$ cat config.mk
export PLATFORM = sky130hd
export DESIGN_NAME = csf_ram
export DESIGN_NICKNAME = d
export VERILOG_FILES = /design/src/rtl/core/csf_ram.sv
export SDC_FILE = /design/constraint.sdc
export NUM_CORES = 1
export LEC_CHECK = 0
export BUFFER_PORTS_ARGS = -buffer_cell sky130_fd_sc_hd__buf_2
export CORE_MARGIN = 5
export CORE_UTILIZATION = 35
export DETAILED_ROUTE_END_ITERATION = 8
export HOLD_SLACK_MARGIN = 0.06
export PLACE_DENSITY = 0.56
export SYNTH_ARGS = -nofsm -noshare
export SYNTH_HDL_FRONTEND = slang
export SYNTH_SLANG_ARGS = --single-unit
$ cat constraint.sdc
create_clock -name i_clk -period 1 [get_ports i_clk]
set_clock_uncertainty 0.1 [all_clocks]
set_input_delay 0.05 -clock i_clk [delete_from_list [all_inputs] [get_ports i_clk]]
set_output_delay 0.05 -clock i_clk [all_outputs]
set_load 0.005 [all_outputs]
$ cat src/rtl/core/csf_ram.sv
`timescale 1ns / 1ps
`default_nettype none

// simple dual port RAM, registered read with read enable
module csf_ram #(
    parameter int WIDTH = 8,
    parameter int DEPTH = 2
) (
    input  wire logic                     i_clk,
    input  wire logic                     i_we,
    input  wire logic [$clog2(DEPTH)-1:0] i_waddr,
    input  wire logic [WIDTH-1:0]         i_wdata,
    input  wire logic                     i_re,
    input  wire logic [$clog2(DEPTH)-1:0] i_raddr,
    output      logic [WIDTH-1:0]         o_rdata
);

    logic [WIDTH-1:0] r_mem [DEPTH];
    logic [WIDTH-1:0] r_rdata;

    always_ff @(posedge i_clk) begin
        if (i_we) begin
            r_mem[i_waddr] <= i_wdata;
        end
        if (i_re) begin
            r_rdata <= r_mem[i_raddr];
        end
    end

    assign o_rdata = r_rdata;

endmodule

`default_nettype wire

==> flow_metrics.tcl, run 1 <==
set metrics [dict create \
    yosys.area_share.simple_pct 1.45 \
    setup_viol 0 \
    peakVddDrop_mv 0.987 \
    crit_buf_inv 0 \
    ant_nets 0 \
    path_cells "mux2_4" \
    rsz0062_at_grt "true" \
    clk_latency_ps 300 \
    crit_fanout 1 \
    drive_above_1_share_pct 47.8 \
    grt_pass1_wl_um 1890 \
    clk_pin_slew_ps 110 \
    dpl_cell_area_um2 1020 \
    clkSinkCount 24 \
    io_pins 21 \
    endpoint_kind "register" \
    wl_per_cell_um 11.4 \
    drtPass1Iterations 2 \
    synth_top_family_by_area "multiplexers" \
    switching_share_pct 18.3 \
    critPathKind "reg2reg" \
    grt_usage_pct 7.45 \
    layout_commonest_cell "edfxtp_1" \
    synth-xor-area-share_pct 0 \
    p_clk_share_pct 22.3 \
    worstMarginPinSlew_ps 253 \
    grt_max_degree 14 \
    power_density_nw_per_um2 1550 \
    ys_warn_count 0 \
    synth_area_leaders "edfxtp_1 83%, mux2_4 14%, buf_6 1.3%" \
    viasPerCell 4.06 \
    p_switching_mw 0.324 \
    port_buffers 20 \
    ys_seq_area_share_pct 83.4 \
    grt_overflow_total 0 \
    core_area_um2 2410 \
    die_y_um 59.7 \
    required_ps 960 \
    fin_area_um2 1130 \
    post-route-period-util_pct 99.7 \
    dp_slack_ps 3.69 \
    syn_inst 35 \
    arrival_ps 960 \
    synth_compound_area_share_pct 0 \
    hold_path.class "in2reg" \
    startpoint_type "register" \
    antenna_found_initial 0 \
    synth_mux_area_share_pct 13.9 \
    fmax_mhz 1000 \
    hold_slack_ps 104 \
    status "finished, final reports clean" \
    routed_wl_um 1130 \
    clockRootBuffer "clkbuf_4" \
    ys_ff_latch 24 \
    syn-cell-area_um2 865 \
    insertedDiodeCount 0 \
    layout_setup_ws_ps 2.93 \
    max_cap_violations 0 \
    vias 402 \
    leakage_nw 0.445 \
    synth_fa_ha_area_share_pct 0 \
    cts_buffer_depth 2 \
    ys_types 5 \
    yosysTopAreaCell "edfxtp_1" \
    crit_family "flip-flops" \
    cts-htree-levels 1 \
    reg2reg_slack_ps 3 \
    slew_viol_final 0 \
    cpMaxStageDelayCell "edfxtp_1" \
    max_stage_delay_ps 400 \
    fin_nets 83 \
    drt_iter0_drc 3 \
    hold_viol_final 0 \
    drc 0 \
    die_width_um 59.7 \
    pwr-share-comb_pct 9.5 \
    power_mw 1.76 \
    final_cell_mix "24 x edfxtp_1, 20 x buf_2, 9 x dlygate4sd3_1" \
    area.growth.synth_to_final_pct 31.3 \
    rows 18 \
    yosys.area.top_type_share_pct 83.4 \
    cts_buffers 3 \
    initial_core_util_pct 35.9 \
    grt_pass1_vias 441 \
    intPower_mw 1.44 \
    syn_nets 48 \
    tritoncts "done" \
    seqPwrFrac_pct 68.2 \
    ctsResizeCount 0 \
    synth.avg_cell_area_um2 24.7 \
    fin_crit_ps 997 \
    gp_congestion 0.602 \
    slew_headroom_pct 83.1 \
    die_area_um2 3560 \
]
[worst min-delay path, cell delays in order]
cell,delay (ps)
buf_2,90
nor2b_1,40
buf_4,160
[path summary, 6_finish.rpt]
kind / startpoint / to / depth (start not counted)
setup reg to reg: r_mem[1][3] / o_rdata[3] / 1
setup / recovery: r_mem[1][3] / o_rdata[3] / 1
hold / removal: i_waddr / r_mem[0][4] / 3
hold reg to reg: r_mem[1][6] / o_rdata[6] / 1
[layout make-up]
class	count	area, um2
fill	209	1270
sequential	24	721
timing repair buffer	31	218
multi-input combinational	10	133
tap	30	37.5
clock buffer	3	22.5
clock inverter	1	3.75
[metal layers]
| metal | part of all wire, % | track usage [%] | wire (um) |
|---|---|---|---|
| met5 | 0 | 0 | 0 |
| met4 | 1.5 | 5.70 | 17 |
| met3 | 8.1 | 1.30 | 92 |
| met2 | 52 | 12.8 | 590 |
| met1 | 38 | 8.01 | 429 |
[sequential cells by signal, indices dropped and copies added, names as in the netlist]
name     flops
o_rdata      8
r_mem       16
[power groups by stage]
stage | clock network, mW | registers [mW] | logic (mW)
detailed placement | 0 | 1.23 | 0.146
CTS | 0.418 | 1.20 | 0.172
floorplan | 0 | 1.23 | 0.0688
global placement | 0 | 1.22 | 0.141
finish | 0.394 | 1.20 | 0.168
global route | 0.487 | 1.21 | 0.185
[through the flow]
stage	TNS (ps)	std cells	utilization, %
final	0	99	47.1
after floorplan	0	35	-
after global routing	-194	99	47.1
after global placement	0	86	42.3
after detailed placement	0	86	42.3
after CTS	-12.8	99	47.1
[cells in the mapped netlist]
cell / n
and2_1: 1
mux2_4: 8
buf_6: 1
edfxtp_1: 24
nor2b_1: 1
[cell families after synthesis]
logic type / after synthesis
buf+inv: 1
flops: 24
mux: 8
simple gates: 2
[what timing repair did]
| action | in CTS | in global routing |
|---|---|---|
| setup buffers | 0 | 0 |
| hold buffers | 9 | 0 |
| hold endpoints to repair | 24 | 0 |
| setup endpoints to repair | 2 | 13 |
Note: power is estimated with default switching activity, not from simulation.
==> run 2, diff against run 1 <==
--- a/config.mk
+++ b/config.mk
@@ -7,10 +7,10 @@
 export LEC_CHECK = 0
 export BUFFER_PORTS_ARGS = -buffer_cell sky130_fd_sc_hd__buf_2
 export CORE_MARGIN = 5
-export CORE_UTILIZATION = 35
+export CORE_UTILIZATION = 45
 export DETAILED_ROUTE_END_ITERATION = 8
 export HOLD_SLACK_MARGIN = 0.06
-export PLACE_DENSITY = 0.56
+export PLACE_DENSITY = 0.7
 export SYNTH_ARGS = -nofsm -noshare
 export SYNTH_HDL_FRONTEND = slang
 export SYNTH_SLANG_ARGS = --single-unit
==> flow_metrics.tcl, run 2 (synthesized netlist as in run 1, its figures left out) <==
set metrics [dict create \
    status "finished, final reports clean" \
    endpoint_kind "register" \
    vias 408 \
    rsz0062_at_grt "true" \
    worstMarginPinSlew_ps 260 \
    arrival_ps 960 \
    fin_crit_ps 999 \
    clk_pin_slew_ps 110 \
    clockRootBuffer "clkbuf_4" \
    path_cells "mux2_4" \
    drc 0 \
    rows 15 \
    power_density_nw_per_um2 1570 \
    post-route-period-util_pct 99.9 \
    holdPathEnd "r_mem[0][2]" \
    crit_buf_inv 0 \
    port_buffers 20 \
    die_area_um2 2900 \
    drive_above_1_share_pct 48.5 \
    cts_setup_buffers 0 \
    layout_setup_ws_ps 0.949 \
    grt_pass1_wl_um 1700 \
    crit_family "flip-flops" \
    rr_startpoint "r_mem[0][6]" \
    area.growth.synth_to_final_pct 28.7 \
    tritoncts "done" \
    min_from "i_waddr" \
    hold_path_depth 3 \
    grt_pass1_vias 383 \
    cts-htree-levels 1 \
    startpoint_type "register" \
    grt_max_degree 13 \
    hold_viol_final 0 \
    die_y_um 53.8 \
    setup_viol 0 \
    gp_congestion 0.617 \
    cts_buffers 3 \
    viasPerCell 4.39 \
    drt_iter0_drc 8 \
    routed_wl_um 1120 \
    multiInputGateArea_um2 133 \
    cts_buffer_depth 2 \
    routed-wl-met2_um 532 \
    wl_met1_um 472 \
    largest_register "r_mem" \
    largest_reg_flops 16 \
    io_pins 21 \
    r2r_cells 1 \
    max_stage_delay_ps 400 \
    peakVddDrop_mv 0.989 \
    antenna_found_initial 0 \
    grt_usage_pct 9.02 \
    crit_fanout 1 \
    max_cap_violations 0 \
    slew_viol_final 0 \
    hold_path.class "in2reg" \
    die_width_um 53.8 \
    fmax_mhz 1000 \
    reg2reg_slack_ps 0.9 \
    clkSinkCount 24 \
    grt_overflow_total 0 \
    slew_headroom_pct 82.7 \
    dp_slack_ps 5.02 \
    wl_per_cell_um 12.1 \
    drtPass1Iterations 2 \
    initial_core_util_pct 48.5 \
    r2r_end "o_rdata[6]" \
    fillers 122 \
    critPathKind "reg2reg" \
    regArea_um2 721 \
    final_cell_mix "24 x edfxtp_1, 20 x buf_2, 9 x dlygate4sd3_1" \
    finish.utilization_pct 62.4 \
    cpMaxStageDelayCell "edfxtp_1" \
    insertedDiodeCount 0 \
    required_ps 960 \
    leakage_nw 0.439 \
    ant_nets 0 \
    dr_wl_met3_um 107 \
    core_area_um2 1780 \
    fin_nets 83 \
    top_layer_used "met4" \
    clk_latency_ps 290 \
    layout_commonest_cell "edfxtp_1" \
]
[run 2: area by class of cell]
| cell class | instances | area share, % |
|---|---|---|
| Sequential cell | 24 | 64.8 |
| Timing Repair Buffer | 31 | 18.4 |
| Multi-Input combinational cell | 10 | 11.9 |
| Tap cell | 25 | 2.81 |
| Clock buffer | 3 | 2.02 |
[run 2: report_power, final]
group | switching (mW) | leakage, nW | internal, mW
logic | 0.0584 | 0.197 | 0.104
clock network | 0.242 | 0.0138 | 0.140
registers | 0.0151 | 0.228 | 1.19
[run 2: repair_timing]
item                       4_1_cts  5_1_grt
setup endpoints to repair        0        9
hold endpoints to repair        24        0
resized for setup                0        0
hold buffers                     9        0
[run 2: worst max path at each step]
stage | endpoint | from | cells after the start | slack, ps
after floorplan | o_rdata[0] | r_mem[0][0] | 1 | 50
after global placement | o_rdata[7] | i_raddr | 2 | -0.09
after detailed placement | o_rdata[5] | i_raddr | 2 | 5
after CTS | o_rdata[6] | r_mem[0][6] | 1 | 1
after global routing | o_rdata[2] | r_mem[0][2] | 1 | -20
final | o_rdata[6] | r_mem[0][6] | 1 | 0.9
[run 2: per-stage QoR]
step           instance area (um2)  power [mW]  hold WS [ps]  std cells  setup TNS, ps
5_1_grt                       1110        1.84          96.7         93          -88.5
3_3_place_gp                  1000        1.36           139         81        -0.0914
4_1_cts                       1110        1.77          95.9         93              0
6_report                      1110        1.75           106         93              0
3_5_place_dp                  1000        1.36           141         81              0
2_1_floorplan                  865        1.30          48.9         35              0
[run 2: routing by layer]
layer,vias to the layer above,track usage [%]
met5,-,0
met4,0,6.38
met3,2,3.60
met2,15,13.5
met1,185,10.4
li1,206,-
